**src/rtl/core/b64c_pkg.sv**
```systemverilog
// shared types, constants and alphabet functions of the base64 stream codec
`default_nettype none

package b64c_pkg;

    // configuration port geometry
    localparam int ADDR_W = 3;
    localparam int DATA_W = 32;

    // register indexes
    localparam logic [0:0] REG_MODE = 1'b0;

    // mode codes
    localparam logic MODE_ENCODE = 1'b0;
    localparam logic MODE_DECODE = 1'b1;

    // characters and masks
    localparam logic [7:0] PAD_CHAR   = 8'h3D;
    localparam logic [7:0] PLUS_CHAR  = 8'h2B;
    localparam logic [7:0] SLASH_CHAR = 8'h2F;
    localparam logic [7:0] MASK_2     = 8'h03;
    localparam logic [7:0] MASK_4     = 8'h0F;
    localparam logic [7:0] MASK_6     = 8'h3F;

    // results per item
    localparam int RES_MAX = 4;
    localparam int CNT_W   = 3;

    // one result word
    typedef struct packed {
        logic [7:0] out_byte;
        logic       out_valid;
        logic       out_last;
        logic       out_error;
    } t_result;

    // all results of one item
    typedef struct packed {
        logic [CNT_W-1:0]           cnt;
        t_result [RES_MAX-1:0]      res;
    } t_bundle;

    // 6-bit symbol to alphabet character
    function automatic logic [7:0] sym_char(input logic [5:0] v);
        logic [7:0] w;
        w = {2'b00, v};
        if (w < 8'd26) begin
            return 8'h41 + w;
        end else if (w < 8'd52) begin
            return 8'h61 + w - 8'd26;
        end else if (w < 8'd62) begin
            return 8'h30 + w - 8'd52;
        end else if (w == 8'd62) begin
            return PLUS_CHAR;
        end else begin
            return SLASH_CHAR;
        end
    endfunction

    // character to {bad, symbol}
    function automatic logic [6:0] char_sym(input logic [7:0] c);
        logic [7:0] d;
        d = 8'd0;
        if (c >= 8'h41 && c <= 8'h5A) begin
            d = c - 8'h41;
            return {1'b0, d[5:0]};
        end else if (c >= 8'h61 && c <= 8'h7A) begin
            d = c - 8'h47;
            return {1'b0, d[5:0]};
        end else if (c >= 8'h30 && c <= 8'h39) begin
            d = c + 8'h04;
            return {1'b0, d[5:0]};
        end else if (c == PLUS_CHAR) begin
            return {1'b0, 6'd62};
        end else if (c == SLASH_CHAR) begin
            return {1'b0, 6'd63};
        end else begin
            return {1'b1, 6'd0};
        end
    endfunction

endpackage

`default_nettype wire

```
**src/rtl/core/b64c_ifs.sv**
```systemverilog
// stream channel interfaces of the base64 stream codec
`default_nettype none

interface b64c_in_if;
    logic       valid;
    logic       ready;
    logic [7:0] in_byte;
    logic       in_last;

    modport source (output valid, output in_byte, output in_last, input ready);
    modport sink   (input valid, input in_byte, input in_last, output ready);
endinterface

interface b64c_out_if;
    logic       valid;
    logic       ready;
    logic [7:0] out_byte;
    logic       out_valid;
    logic       out_last;
    logic       out_error;

    modport source (output valid, output out_byte, output out_valid, output out_last,
                    output out_error, input ready);
    modport sink   (input valid, input out_byte, input out_valid, input out_last,
                    input out_error, output ready);
endinterface

`default_nettype wire

```
**src/rtl/core/base64_stream_codec.sv**
```systemverilog
// Streaming base64 codec (standard alphabet, '=' padding) with an APB mode register.
// Mode 0 encodes data bytes into base64 characters, flushing and padding on the
// word marked last; mode 1 decodes characters into bytes, reporting a bad character,
// misplaced padding or an incomplete final group on the last word of the message,
// which is a bare end marker when the final character completes no byte. Each input
// word is turned into all of its results combinationally and parked in a result
// register that sends one word per cycle while the output is ready; the next input
// word is taken in the cycle the last result of the previous one leaves. Encoding
// thus averages four output words per three input bytes (one to four per byte),
// decoding takes one input word per cycle while the output is not stalled. Writing
// the mode register clears the message state; write it only while the codec is idle.
`default_nettype none

module base64_stream_codec (
    input  wire logic                        i_clk,
    input  wire logic                        i_rst_n,
    b64c_in_if.sink                          i_in,
    b64c_out_if.source                       o_out,
    input  wire logic                        psel,
    input  wire logic                        penable,
    input  wire logic                        pwrite,
    input  wire logic [b64c_pkg::ADDR_W-1:0] paddr,
    input  wire logic [b64c_pkg::DATA_W-1:0] pwdata,
    output logic      [b64c_pkg::DATA_W-1:0] prdata,
    output logic                             pready
);

    logic r_mode, n_mode;
    logic cfg_wr, mode_sel, clear;
    logic accept, free;
    b64c_pkg::t_bundle bundle;
    b64c_pkg::t_result result;

    // configuration port
    assign pready   = 1'b1;
    assign mode_sel = (paddr[b64c_pkg::ADDR_W-1:2] == b64c_pkg::REG_MODE);
    assign cfg_wr   = psel && penable && pwrite;
    assign clear    = cfg_wr && mode_sel;
    assign n_mode   = clear ? pwdata[0] : r_mode;
    assign prdata   = mode_sel ? {{(b64c_pkg::DATA_W-1){1'b0}}, r_mode} : '0;

    always_ff @(posedge i_clk) begin
        if (!i_rst_n) begin
            r_mode <= b64c_pkg::MODE_ENCODE;
        end else begin
            r_mode <= n_mode;
        end
    end

    // input handshake
    assign i_in.ready = free;
    assign accept     = i_in.valid && free;

    b64c_step u_step (
        .i_clk     (i_clk),
        .i_rst_n   (i_rst_n),
        .i_mode    (r_mode),
        .i_clear   (clear),
        .i_accept  (accept),
        .i_in_byte (i_in.in_byte),
        .i_in_last (i_in.in_last),
        .o_bundle  (bundle)
    );

    b64c_emit u_emit (
        .i_clk    (i_clk),
        .i_rst_n  (i_rst_n),
        .i_load   (accept),
        .i_bundle (bundle),
        .i_ready  (o_out.ready),
        .o_valid  (o_out.valid),
        .o_result (result),
        .o_free   (free)
    );

    // output payload
    assign o_out.out_byte  = result.out_byte;
    assign o_out.out_valid = result.out_valid;
    assign o_out.out_last  = result.out_last;
    assign o_out.out_error = result.out_error;

`ifndef SYNTHESIS
    // encoding never reports an error
    a_enc_no_err: assert property (@(posedge i_clk) disable iff (!i_rst_n)
        o_out.valid && (r_mode == b64c_pkg::MODE_ENCODE) |-> !o_out.out_error)
        else $error("error flag raised while encoding");

    // only the final word may be a bare end marker
    a_marker_last: assert property (@(posedge i_clk) disable iff (!i_rst_n)
        o_out.valid && !o_out.out_last |-> o_out.out_valid)
        else $error("bare end marker before the end of a message");

    // input stalls only while results are pending
    a_stall_cause: assert property (@(posedge i_clk) disable iff (!i_rst_n)
        !i_in.ready |-> o_out.valid)
        else $error("input stalled with no result pending");

    // an error only ever rides on the final word
    a_err_last: assert property (@(posedge i_clk) disable iff (!i_rst_n)
        o_out.valid && o_out.out_error |-> o_out.out_last)
        else $error("error flag on a word that is not final");
`endif

endmodule

`default_nettype wire

```
**src/rtl/core/b64c_step.sv**
```systemverilog
// message state and per-word result computation of the base64 stream codec
`default_nettype none

module b64c_step (
    input  wire logic             i_clk,
    input  wire logic             i_rst_n,
    input  wire logic             i_mode,
    input  wire logic             i_clear,
    input  wire logic             i_accept,
    input  wire logic [7:0]       i_in_byte,
    input  wire logic             i_in_last,
    output b64c_pkg::t_bundle     o_bundle
);

    logic [1:0] r_phase, n_phase;
    logic [5:0] r_held, n_held;
    logic       r_pad, n_pad;
    logic       r_err, n_err;

    logic [1:0] e_phase, d_phase;
    logic [5:0] e_held, d_held;
    logic       d_pad, d_err;
    logic       d_got;
    logic [7:0] d_data;
    logic [6:0] d_sym;
    logic       d_fin_err;
    b64c_pkg::t_bundle e_bundle, d_bundle, bundle;

    // encoder: symbols, flush and padding
    always_comb begin
        e_bundle = '0;
        e_phase  = r_phase;
        e_held   = r_held;
        unique case (r_phase)
            2'd0: begin
                e_bundle.res[0].out_byte = b64c_pkg::sym_char(i_in_byte[7:2]);
                e_held  = {i_in_byte[1:0], 4'b0000};
                e_phase = 2'd1;
                if (i_in_last) begin
                    e_bundle.res[1].out_byte = b64c_pkg::sym_char(e_held);
                    e_bundle.res[2].out_byte = b64c_pkg::PAD_CHAR;
                    e_bundle.res[3].out_byte = b64c_pkg::PAD_CHAR;
                    e_bundle.cnt = b64c_pkg::CNT_W'(4);
                end else begin
                    e_bundle.cnt = b64c_pkg::CNT_W'(1);
                end
            end
            2'd1: begin
                e_bundle.res[0].out_byte =
                    b64c_pkg::sym_char(r_held | {2'b00, i_in_byte[7:4]});
                e_held  = {i_in_byte[3:0], 2'b00};
                e_phase = 2'd2;
                if (i_in_last) begin
                    e_bundle.res[1].out_byte = b64c_pkg::sym_char(e_held);
                    e_bundle.res[2].out_byte = b64c_pkg::PAD_CHAR;
                    e_bundle.cnt = b64c_pkg::CNT_W'(3);
                end else begin
                    e_bundle.cnt = b64c_pkg::CNT_W'(1);
                end
            end
            2'd2, 2'd3: begin
                e_bundle.res[0].out_byte =
                    b64c_pkg::sym_char(r_held | {4'b0000, i_in_byte[7:6]});
                e_bundle.res[1].out_byte = b64c_pkg::sym_char(i_in_byte[5:0]);
                e_held  = 6'd0;
                e_phase = 2'd0;
                e_bundle.cnt = b64c_pkg::CNT_W'(2);
            end
            default: begin
                e_bundle.cnt = b64c_pkg::CNT_W'(1);
            end
        endcase
        for (int i = 0; i < b64c_pkg::RES_MAX; i++) begin
            e_bundle.res[i].out_valid = 1'b1;
            e_bundle.res[i].out_last  =
                i_in_last && (b64c_pkg::CNT_W'(i) == e_bundle.cnt - b64c_pkg::CNT_W'(1));
        end
    end

    // decoder: character to bits, bytes as they complete, padding rules
    always_comb begin
        d_phase = r_phase;
        d_held  = r_held;
        d_pad   = r_pad;
        d_err   = r_err;
        d_got   = 1'b0;
        d_data  = 8'd0;
        d_sym   = b64c_pkg::char_sym(i_in_byte);
        if (!r_err) begin
            if (i_in_byte == b64c_pkg::PAD_CHAR) begin
                if (r_pad) begin
                    if (r_phase == 2'd3) begin
                        d_phase = 2'd0;
                    end else begin
                        d_err = 1'b1;
                    end
                end else if (r_phase == 2'd2) begin
                    d_pad   = 1'b1;
                    d_phase = 2'd3;
                end else if (r_phase == 2'd3) begin
                    d_pad   = 1'b1;
                    d_phase = 2'd0;
                end else begin
                    d_err = 1'b1;
                end
            end else if (r_pad || d_sym[6]) begin
                d_err = 1'b1;
            end else begin
                unique case (r_phase)
                    2'd0: begin
                        d_held  = d_sym[5:0];
                        d_phase = 2'd1;
                    end
                    2'd1: begin
                        d_data  = {r_held, d_sym[5:4]};
                        d_got   = 1'b1;
                        d_held  = {2'b00, d_sym[3:0]};
                        d_phase = 2'd2;
                    end
                    2'd2: begin
                        d_data  = {r_held[3:0], d_sym[5:2]};
                        d_got   = 1'b1;
                        d_held  = {4'b0000, d_sym[1:0]};
                        d_phase = 2'd3;
                    end
                    default: begin
                        d_data  = {r_held[1:0], d_sym[5:0]};
                        d_got   = 1'b1;
                        d_held  = 6'd0;
                        d_phase = 2'd0;
                    end
                endcase
            end
        end
        // incomplete final group
        d_fin_err = d_err || (d_phase != 2'd0);
        d_bundle = '0;
        d_bundle.res[0].out_byte  = d_data;
        d_bundle.res[0].out_valid = d_got;
        d_bundle.res[0].out_last  = i_in_last;
        d_bundle.res[0].out_error = i_in_last && d_fin_err;
        d_bundle.cnt = (d_got || i_in_last) ? b64c_pkg::CNT_W'(1) : b64c_pkg::CNT_W'(0);
    end

    // mode select and next state
    always_comb begin
        bundle  = (i_mode == b64c_pkg::MODE_DECODE) ? d_bundle : e_bundle;
        n_phase = r_phase;
        n_held  = r_held;
        n_pad   = r_pad;
        n_err   = r_err;
        if (i_clear || (i_accept && i_in_last)) begin
            n_phase = 2'd0;
            n_held  = 6'd0;
            n_pad   = 1'b0;
            n_err   = 1'b0;
        end else if (i_accept) begin
            if (i_mode == b64c_pkg::MODE_DECODE) begin
                n_phase = d_phase;
                n_held  = d_held;
                n_pad   = d_pad;
                n_err   = d_err;
            end else begin
                n_phase = e_phase;
                n_held  = e_held;
            end
        end
    end

    // message state registers
    always_ff @(posedge i_clk) begin
        if (!i_rst_n) begin
            r_phase <= 2'd0;
            r_held  <= 6'd0;
            r_pad   <= 1'b0;
            r_err   <= 1'b0;
        end else begin
            r_phase <= n_phase;
            r_held  <= n_held;
            r_pad   <= n_pad;
            r_err   <= n_err;
        end
    end

    assign o_bundle = bundle;

endmodule

`default_nettype wire

```
**src/rtl/core/b64c_emit.sv**
```systemverilog
// result register that hands out the words of one item one per cycle while the output is ready
`default_nettype none

module b64c_emit (
    input  wire logic              i_clk,
    input  wire logic              i_rst_n,
    input  wire logic              i_load,
    input  wire b64c_pkg::t_bundle i_bundle,
    input  wire logic              i_ready,
    output logic                   o_valid,
    output b64c_pkg::t_result      o_result,
    output logic                   o_free
);

    b64c_pkg::t_result [b64c_pkg::RES_MAX-1:0] r_res, n_res;
    logic [b64c_pkg::CNT_W-1:0] r_cnt, n_cnt;
    logic [1:0]                 r_idx, n_idx;
    logic                       pop;

    // handshake and space for the next item
    assign o_valid  = (r_cnt != '0);
    assign pop      = o_valid && i_ready;
    assign o_free   = (r_cnt == '0) || (pop && r_cnt == b64c_pkg::CNT_W'(1));
    assign o_result = r_res[r_idx];

    // load a new item or step to the next word
    always_comb begin
        n_res = r_res;
        n_cnt = r_cnt;
        n_idx = r_idx;
        if (i_load) begin
            n_res = i_bundle.res;
            n_cnt = i_bundle.cnt;
            n_idx = 2'd0;
        end else if (pop) begin
            n_cnt = r_cnt - b64c_pkg::CNT_W'(1);
            n_idx = r_idx + 2'd1;
        end
    end

    // payload store
    always_ff @(posedge i_clk) begin
        r_res <= n_res;
    end

    // word count and read pointer
    always_ff @(posedge i_clk) begin
        if (!i_rst_n) begin
            r_cnt <= '0;
            r_idx <= 2'd0;
        end else begin
            r_cnt <= n_cnt;
            r_idx <= n_idx;
        end
    end

endmodule

`default_nettype wire

```
**src/flat_wrapper.sv**
```systemverilog
// flat-port wrapper written by rule: the top's interface ports become plain ports
module base64_stream_codec_flat 
  (i_clk, i_rst_n, psel, penable, pwrite, paddr, pwdata, prdata, pready, i_in_valid, i_in_in_byte, i_in_in_last, i_in_ready, o_out_valid, o_out_out_byte, o_out_out_valid, o_out_out_last, o_out_out_error, o_out_ready);
  b64c_in_if i_in_i ();
  b64c_out_if o_out_i ();
  input  wire logic i_clk;
  input  wire logic i_rst_n;
  input  wire logic psel;
  input  wire logic penable;
  input  wire logic pwrite;
  input  wire logic [b64c_pkg::ADDR_W-1:0] paddr;
  input  wire logic [b64c_pkg::DATA_W-1:0] pwdata;
  output logic      [b64c_pkg::DATA_W-1:0] prdata;
  output logic pready;
  input wire logic [$bits(i_in_i.valid)-1:0] i_in_valid;
  input wire logic [$bits(i_in_i.in_byte)-1:0] i_in_in_byte;
  input wire logic [$bits(i_in_i.in_last)-1:0] i_in_in_last;
  output wire logic [$bits(i_in_i.ready)-1:0] i_in_ready;
  output wire logic [$bits(o_out_i.valid)-1:0] o_out_valid;
  output wire logic [$bits(o_out_i.out_byte)-1:0] o_out_out_byte;
  output wire logic [$bits(o_out_i.out_valid)-1:0] o_out_out_valid;
  output wire logic [$bits(o_out_i.out_last)-1:0] o_out_out_last;
  output wire logic [$bits(o_out_i.out_error)-1:0] o_out_out_error;
  input wire logic [$bits(o_out_i.ready)-1:0] o_out_ready;
  assign i_in_i.valid = i_in_valid;
  assign i_in_i.in_byte = i_in_in_byte;
  assign i_in_i.in_last = i_in_in_last;
  assign i_in_ready = i_in_i.ready;
  assign o_out_valid = o_out_i.valid;
  assign o_out_out_byte = o_out_i.out_byte;
  assign o_out_out_valid = o_out_i.out_valid;
  assign o_out_out_last = o_out_i.out_last;
  assign o_out_out_error = o_out_i.out_error;
  assign o_out_i.ready = o_out_ready;
  base64_stream_codec u_core (.i_clk(i_clk), .i_rst_n(i_rst_n), .i_in(i_in_i), .o_out(o_out_i), .psel(psel), .penable(penable), .pwrite(pwrite), .paddr(paddr), .pwdata(pwdata), .prdata(prdata), .pready(pready));
endmodule
```
**config.mk**
```make
export PLATFORM = sky130hd
export DESIGN_NAME = base64_stream_codec_flat
export DESIGN_NICKNAME = d
export VERILOG_FILES = /design/src/rtl/core/b64c_pkg.sv /design/src/rtl/core/b64c_ifs.sv /design/src/rtl/core/base64_stream_codec.sv /design/src/rtl/core/b64c_step.sv /design/src/rtl/core/b64c_emit.sv /design/src/flat_wrapper.sv
export SDC_FILE = /design/constraint.sdc
export NUM_CORES = 1
export LEC_CHECK = 0
export ABC_AREA = 1
export BUFFER_PORTS_ARGS = -buffer_cell sky130_fd_sc_hd__buf_2
export CAP_MARGIN = 40
export CORE_ASPECT_RATIO = 1.4
export CORE_UTILIZATION = 57
export DETAILED_ROUTE_END_ITERATION = 8
export PLACE_DENSITY = 0.88
export RECOVER_POWER = 100
export SLEW_MARGIN = 10
export SYNTH_ARGS = -nofsm -noshare
export SYNTH_HDL_FRONTEND = slang
export SYNTH_SLANG_ARGS = --single-unit
```
**constraint.sdc**
```tcl
create_clock -name i_clk -period 3.2 [get_ports i_clk]
set_input_delay 0.48 -clock i_clk [delete_from_list [all_inputs] [get_ports i_clk]]
set_output_delay 0.48 -clock i_clk [all_outputs]
set_load 0.01 [all_outputs]
```
After elaboration in Yosys (flattened, before gate mapping) --
Index checks and enable logic that the tools add are counted.
Cells by class: add/subtract/negate cells 34, magnitude comparators 22, equality and inequality tests 17, multiplexer cells 73, bitwise logic cells 7, reductions and logical operators 35
Operators with widths (number):
- $mux W8 | 21
- $add A7 B6 Y8 const A | 12
- $pmux W8 S3 | 3
- $lt A6 B6 Y1 const B | 9
- $sub A8 B5 Y8 const B | 6
- $mux W47 | 1
- $sub A7 B6 Y8 const B | 5
- $lt A6 B5 Y1 const B | 6
- $mux W6 | 6
- $pmux W6 S3 | 2
- $add A6 B6 Y7 const A | 5
- $mux W7 | 5
- $eq A6 B6 Y1 const B | 4
- $eq A8 B6 Y1 const B | 3
- $bmux W11 S2 | 1
- $mux W3 | 7
- $ge A8 B7 Y1 const B | 2
- $le A8 B7 Y1 const B | 2
- $mux W2 | 8
- $logic_and A1 B1 Y1 | 15
- $mux W1 | 15
- $pmux W2 S3 | 2
- $reduce_or A2 Y1 | 6
- $mux W11 | 1
- other kinds (25) | 41
Word-level totals: flip-flop bits (word level) 60, bits of input ports 51, output and inout port bits 46

Logic depth before layout (Yosys ltp) --
Gate-level depths: netlist (run 1).
depth in word-level cells 15, depth in mapped cells 17, mapped depth without buffers 16

By module --
From an unflattened synthesis (run 1), not the netlist that was laid out.
Second synthesis, totals: cell total of the unflattened synthesis 850, area, all modules 5825.6 µm²
By module, submodules not included:
- b64c_step | times used 1, cells an instance 644, area each 3539.6 µm², sequential area each 200.2 µm²
- b64c_emit | times used 1, cells an instance 155, area each 1954.4 µm², sequential area each 1421.4 µm²
- base64_stream_codec | times used 1, cells an instance 51, area each 331.6 µm², sequential area each 20.0 µm²

Least setup slack after synthesis (run 1) --
OpenSTA, ideal clock, no wires.
kind input port to flip-flop, start point in i_in_in_byte[7], end point reg u_core.u_emit.r_res[7] in the netlist's numbering (data pin), library setup time 0.264 ns, arrival time 2.198 ns, path slack 0.739 ns, cell stages on the path 12, path buffers 1, cell sequence buf_6 > nor2_1 > inv_1 > ha_1 > inv_1 > nand2_1 > a31oi_1 > inv_2 > nand3_1 > o21ai_0 > a221oi_1 > nand2_1
RTL lines:
- start: declaration | line flat_wrapper.sv:16 | input wire logic [$bits(i_in_i.in_byte)-1:0] i_in_in_byte;
- end signal: assignment | line b64c_emit.sv:43 | r_res <= n_res;
- end: declaration | line b64c_emit.sv:15 | b64c_pkg::t_result [b64c_pkg::RES_MAX-1:0] r_res, n_res;

Final worst setup path (run 1) --
start point in i_in_in_byte[4], end point reg u_core.u_emit.r_res[0] in the netlist's numbering (data pin)
Between the ends: word-level cells in the longest chain between the ends 13, elaborated cells between the ends (all ways) 27, those cells by class order compare (6); eq/ne (3); mux (11); reduce/logical (7)
Ends and longest elaborated chain:
- parallel branches: the longest is 11 deep, another holds $ge A8 B6 Y1
- $logic_or A1 B1 Y1 (*) | line b64c_step.sv:136 | d_fin_err = d_err || (d_phase != 2'd0);
- $logic_and A1 B1 Y1 (*) | line b64c_step.sv:141 | d_bundle.res[0].out_error = i_in_last && d_fin_err;
Mark *: on every way between the ends. A chain may end at the register's enable or synchronous reset.

==> qor.txt, run 1 <==
DP HPWL - 11.2 mm
global-route wire length before repair - 22.6 mm
vias in the first global route - 4603
Crit path buffers/inverters - 3
Final GP Congestion - 1.02
row count - 39
fmax - 359 MHz
Die Y - 110 um
root buf cell - clkbuf_16
Inserted Diodes - 0
Area Overhead vs Synth - 6.31%
WS Path Type - input pin to flop
PD cells - 594 nW/um^2
Final min period - 2.79 ns
nets - 836
DR iter-0 viols - 416
total CTS buffers - 5
antenna violations before repair - 0
library cells used by synthesis - 54
Ports - 97
unrepaired setup endpoints after global routing - false
I/O Buffers - 31
Resized cells post-CTS - 0
initial core utilization - 58.5%
Leak - 2.29 nW
TritonCTS clock tree - yes
setup violators final - 0
DRC viols - 0
clock transition at the registers of the reported paths - 0.06 ns
slew margin rel. - 25.3%
Worst EP required - 3.23 ns
clock sink total - 41
Hold Crit Class - input pin to flop
WL met2 - 7.21 mm
gr usage total - 33.8%
worst slew pin tran - 1.12 ns
Final Cycle Share - 87.1%
vias per cell - 5.90
Total Routed Length - 14.3 mm
CTS H-tree lvls - 2
Met3 Wirelength - 1.02 mm
post-synthesis cell count - 720
async set or reset register ratio after synthesis - 0%
CP top delay family - simple AND/OR/NAND/NOR gates
Synth warnings - 0
crit-path max cell delay - 0.55 ns
ANT nets after route - 0
CTS Buffer Depth - 2
final hold vios - 0
Die ar. - 8680 um^2
uppermost layer routed - met4
Netlist Area Pre-Place - 4740 um^2
Seq/Total Area, Yosys - 22.6%
Setup TNS - 0 ns
prevailing post-synth register cell - edfxtp_1
DR pass1 iterations - 7
Worst Setup Start Kind - input pin
Critical Path AT - 2.82 ns
final total power - 0.00299 W
largest net degree at the start of global routing - 34
syn avg cell area - 6.58 um^2
crit-path most repeated cell - nand2_1
Max-Cap Viols - 0
total gr overflow - 0
core box area - 8100 um^2
share of cells above drive strength 1 - 9.79%
Post-synth EDFFs - 25
status - complete, no violations
CP Capture Type - flop
cells along the critical path - clkbuf_1 > ha_1 > clkbuf_1 > nand2_1 > nand2_1 > inv_1 > o21ai_2 > nand2_4 > nand3_4 > nand2_1 > nand2_1 > nand2_1 > nand2_1 > nand3_1 > nor3_1 > nor2_1
CP Max Fanout - 14
worst vdd ir - 556 uV
WL per Instance - 16.6 um
Setup Fix Bufs, Post-CTS - 0
wl on met1 - 5.35 mm
slowest CP cell - clkbuf_1
Max Slew Vio Count - 0
Die X - 79.0 um
worst-skew pair later-pin latency - 0.29 ns
#FFs+latches synth - 41
skew final - 0.00503 ns
routed via count - 5064
hold buffer count at cts - 0
-- report_power, final --
group	switching, W	internal (W)	total (W)
Combinational	0.00110	0.000499	0.00160
Clock	0.000195	0.000330	0.000525
Sequential	0.0000980	0.000771	0.000869
Total	0.00139	0.00160	0.00299
-- area by class of cell --
class	count	area [um^2]
timing repair buffer	47	246
multi-input combinational	569	3090
fill	782	3070
inverter	91	347
clock inverter	1	5.00
tap	102	128
clock buffer	7	153
sequential	41	1070
-- metrics by stage --
step / util [%] / cell area (um^2) / instances / hold slack, ns / worst slack [ns]
floorplan: - / 4850 / 750 / 0.492 / 0.739
global placement: 60.6 / 4910 / 850 / 0.512 / 0.462
detailed placement: 60.6 / 4910 / 850 / 0.534 / 0.389
CTS: 62.6 / 5070 / 858 / 0.491 / 0.566
global route: 62.2 / 5030 / 858 / 0.496 / 0.163
finish: 62.2 / 5030 / 858 / 0.489 / 0.411
-- cell usage after synthesis (5+ instances only) --
library cell,instances,share of area (%)
nand2_1,152,12
inv_1,82,6.5
nor2_1,77,6.1
o21ai_0,59,6.2
nand3_1,45,4.8
a21oi_1,40,4.2
buf_4,36,5.7
ha_1,30,7.9
edfxtp_1,25,16
o211ai_1,18,2.9
dfxtp_1,16,6.8
xor2_1,12,2.2
nor3_1,10,1.1
o21ai_1,10,1.1
nand4_1,9,1.2
o22ai_1,8,1.1
a31oi_1,7,0.92
nor2_2,7,0.92
inv_2,6,0.48
mux2i_1,6,1.3
buf_2,5,0.53
clkbuf_1,5,0.40
nand2_2,5,0.66
-- cells by family (layout without fill, tap and decap cells) --
group	after synthesis	after routing	synth area share, %
buf+inv	140	146	14.5
flops	41	41	22.6
xor+xnor	15	15	2.77
fa+ha+maj	30	30	7.93
mux	7	7	1.51
simple gates	320	320	30.0
other cells	2	32	0.159
compound gates	165	165	20.5
-- cells in the final DEF, fill, tap and decap left out, drive strengths merged, types with 7 or more instances in the layout --
| cell | synthesis | routed |
|---|---|---|
| xor2 | 12 | 12 |
| ha | 30 | 30 |
| o22ai | 8 | 8 |
| buf | 44 | 30 |
| clkbuf | 5 | 24 |
| o211ai | 18 | 18 |
| o21ai | 71 | 71 |
| conb | 2 | 32 |
| inv | 90 | 90 |
| nand4 | 10 | 10 |
| nand3 | 48 | 48 |
| nor2 | 87 | 87 |
| dfxtp | 16 | 16 |
| nor3 | 11 | 11 |
| nand2 | 160 | 160 |
| a31oi | 7 | 7 |
| edfxtp | 25 | 25 |
| a21oi | 42 | 42 |
-- path summary, 6_finish.rpt --
check,cells past startpoint,from,slack [ns],end
worst max-delay path,16,i_in_in_byte[4],0.41,u_core.u_emit.r_res[0]$_SDFFCE_PN0P_
worst min-delay path,3,i_rst_n,0.49,u_core.u_emit.r_cnt[2]$_SDFFE_PN0P_
worst max register to register,11,u_core.u_step.r_held[3]$_SDFFE_PP0P_,0.49,u_core.u_emit.r_res[7]$_DFFE_PP_
worst min register to register,2,u_core.u_emit.r_cnt[1]$_SDFFE_PN0P_,0.55,u_core.u_emit.r_cnt[1]$_SDFFE_PN0P_
-- per-layer routing --
metal	track usage, %	vias up
li1	-	2430
met1	38.0	2298
met2	61.1	280
met3	4.23	56
met4	18.6	0
met5	0	-
-- registers in the layout, indices dropped and copies added (netlist names) --
signal,flops
u_core.u_emit.r_idx,2
u_core.u_step.r_err,1
u_core.r_mode,1
u_core.u_step.r_pad,1
u_core.u_step.r_phase,2
u_core.u_emit.r_cnt,3
u_core.u_step.r_held,6
u_core.u_emit.r_res,25
-- worst min-delay path: stages --
cell,delay (ns)
buf_2,0.13
o21ai_0,0.07
a31oi_1,0.04
Note: power is estimated with default switching activity, not from simulation.
==> run 2: changes to the inputs <==
Settings changed: MAX_ROUTING_LAYER from default to met4.
==> run 2 against run 1 <==
Final cell count down 0.23%. Clock skew rose by 0.0021 ns. Die area is the same. First-iteration DRC count is 24% higher. Worst hold slack gained 0.0023 ns. Count of clock-buffer cells in the layout shrank 1. Combinational power barely moved. Via count is 0.14% lower. Clock power is 18% higher.
==> qor.txt, run 2 (synthesis gave the netlist of run 1 again) <==
R2R Path End - u_core.u_emit.r_res[7]$_DFFE_PP_ (unchanged)
worst-skew pair later-pin latency - 0.29 ns (about the same)
DR iter-0 viols - 514 (was 416)
Inserted Diodes - 0 (unchanged)
setup violators final - 0 (unchanged)
gr usage total - 34.4% (was 33.8%)
nets - 834 (was 836)
Reg power frac - 28.1% (was 29.1%)
Resized cells post-CTS - 0 (unchanged)
Final GP Congestion - 0.991 (was 1.02)
Worst EP required - 3.21 ns (was 3.23 ns)
total CTS buffers - 5 (unchanged)
switching part of the total power - 45.5% (was 46.5%)
DR pass1 iterations - 5 (was 7)
hold buffer count at cts - 0 (unchanged)
skew final - 0.00714 ns (was 0.00503 ns)
reg2reg setup slack - 0.43 ns (was 0.49 ns)
Die Y - 110 um (unchanged)
final hold vios - 0 (unchanged)
clock sink total - 41 (unchanged)
Final Cycle Share - 91.6% (was 87.1%)
worst hold start - i_rst_n (unchanged)
CP startpoint - i_in_in_byte[3] (was i_in_in_byte[4])
row count - 39 (unchanged)
TritonCTS clock tree - yes (unchanged)
fin util - 62.2% (about the same)
Largest register FFs - 25 (unchanged)
fill cell count - 749 (was 782)
Critical Path AT - 2.94 ns (was 2.82 ns)
CP Max Fanout - 11 (was 14)
largest net degree at the start of global routing - 34 (unchanged)
Die X - 79.0 um (unchanged)
Die ar. - 8680 um^2 (unchanged)
Total Routed Length - 14.1 mm (was 14.3 mm)
Final min period - 2.93 ns (was 2.79 ns)
Internal Power - 0.00167 W (was 0.00160 W)
Hold Crit Class - input pin to flop (unchanged)
PD cells - 609 nW/um^2 (was 594 nW/um^2)
Setup TNS - 0 ns (unchanged)
DRC viols - 0 (unchanged)
register area - 1070 um^2 (unchanged)
slew margin rel. - 28.8% (was 25.3%)
Worst Setup Start Kind - input pin (unchanged)
fin worst setup slack - 0.270 ns (was 0.411 ns)
net load switching power - 0.00139 W (about the same)
pre-CTS setup slack - 0.278 ns (was 0.389 ns)
most frequent cells in the layout - 152 x nand2_1, 83 x inv_1, 79 x nor2_1 (was 153 x nand2_1, 83 x inv_1, 78 x nor2_1)
Worst Reg2Reg Path Length in Cells - 11 (unchanged)
Max Slew Vio Count - 0 (unchanged)
core box area - 8100 um^2 (unchanged)
CTS H-tree lvls - 2 (unchanged)
Max-Cap Viols - 0 (unchanged)
Multi-input gate area - 3080 um^2 (was 3090 um^2)
unrepaired setup endpoints after global routing - false (unchanged)
total gr overflow - 0 (unchanged)
share of cells above drive strength 1 - 9.42% (was 9.79%)
status - complete, no violations (unchanged)
WS Path Type - input pin to flop (unchanged)
routed via count - 5057 (was 5064)
CP Capture Type - flop (unchanged)
CTS Buffer Depth - 2 (unchanged)
WL per Instance - 16.5 um (was 16.6 um)
I/O Buffers - 31 (unchanged)
largest reg by FF count - u_core.u_emit.r_res (unchanged)
DP HPWL - 11.1 mm (was 11.2 mm)
vias per cell - 5.91 (was 5.90)
RR Startpoint - u_core.u_step.r_held[3]$_SDFFE_PP0P_ (unchanged)
Worst Hold Margin - 0.492 ns (was 0.489 ns)
Critical Path End - u_core.u_emit.r_res[8]$_DFFE_PP_ (was u_core.u_emit.r_res[0]$_SDFFCE_PN0P_)
antenna violations before repair - 0 (unchanged)
fmax - 341 MHz (was 359 MHz)
vias in the first global route - 4745 (was 4603)
initial core utilization - 58.5% (unchanged)
Setup Fix Bufs, Post-CTS - 0 (unchanged)
ANT nets after route - 0 (unchanged)
global-route wire length before repair - 22.2 mm (was 22.6 mm)
Ports - 97 (unchanged)
Area Overhead vs Synth - 6.45% (was 6.31%)
Clk network pwr share - 20.3% (was 17.6%)
worst slew pin tran - 1.07 ns (was 1.12 ns)
Leak - 2.28 nW (was 2.29 nW)
clock transition at the registers of the reported paths - 0.06 ns (about the same)
root buf cell - clkbuf_16 (unchanged)
Largest regs - u_core.u_emit.r_res x25, u_core.u_step.r_held x6, u_core.u_emit.r_cnt x3 (unchanged)
most common cell after layout, fill and taps aside - nand2_1 (unchanged)
worst vdd ir - 599 uV (was 556 uV)
power share of the combinational group - 51.6% (was 53.4%)
run 2: cell count changes in the layout (fill, tap and decap cells not counted), sizes merged:
cell	before	now
buf	30	28
bufinv	0	1
clkbuf	24	23
clkinvlp	0	1
inv	90	89
run 2: power by group through the flow:
| stage | logic (W) | clock network, W | registers (W) |
|---|---|---|---|
| final | 0.00158 | 0.000622 | 0.000861 |
| after floorplan | 0.00115 | 0 | 0.000834 |
| after global placement | 0.00154 | 0 | 0.000864 |
| after global routing | 0.00175 | 0.000638 | 0.000879 |
| after CTS | 0.00159 | 0.000624 | 0.000859 |
| after detailed placement | 0.00158 | 0 | 0.000868 |
run 2: worst min path at each step:
stage,end,cells after the start
floorplan,u_core.u_step.r_held[0]$_SDFFE_PP0P_,2
global placement,u_core.u_emit.r_cnt[1]$_SDFFE_PN0P_,2
detailed placement,u_core.u_emit.r_cnt[1]$_SDFFE_PN0P_,2
CTS,u_core.u_emit.r_cnt[1]$_SDFFE_PN0P_,3
global route,u_core.u_emit.r_cnt[2]$_SDFFE_PN0P_,3
finish,u_core.u_emit.r_cnt[1]$_SDFFE_PN0P_,3
run 2: worst max-delay path: stages:
cell      delay, ns
clkbuf_1       0.45
ha_1           0.45
inv_2          0.12
nand2_1        0.15
a21oi_2        0.10
nor2_1         0.28
inv_1          0.15
o21ai_0        0.10
nand2_1        0.07
nand3_1        0.07
nand2_1        0.13
o211ai_1       0.23
nand2_1        0.16
run 2: final cells by class:
class / instances / area share, %
multi-input combinational: 569 / 61.1
sequential: 41 / 21.2
inverter: 91 / 6.85
timing repair buffer: 45 / 4.59
clock buffer: 6 / 2.98
tap: 102 / 2.53
clock inverter: 2 / 0.695
run 2: routing by layer:
metal,GRT usage (%),vias to the layer above,wire length (um)
li1,-,2428,-
met1,36.3,2289,5330
met2,59.7,284,6920
met3,3.65,56,988
met4,24.7,0,851
met5,-,-,0
run 2: metrics by stage:
step,std cells,instance area [um^2],total power [W]
final,856,5040,0.00307
after global placement,848,4900,0.00241
after detailed placement,848,4900,0.00245
after global routing,856,5040,0.00327
after floorplan,750,4850,0.00198
after CTS,856,5080,0.00307
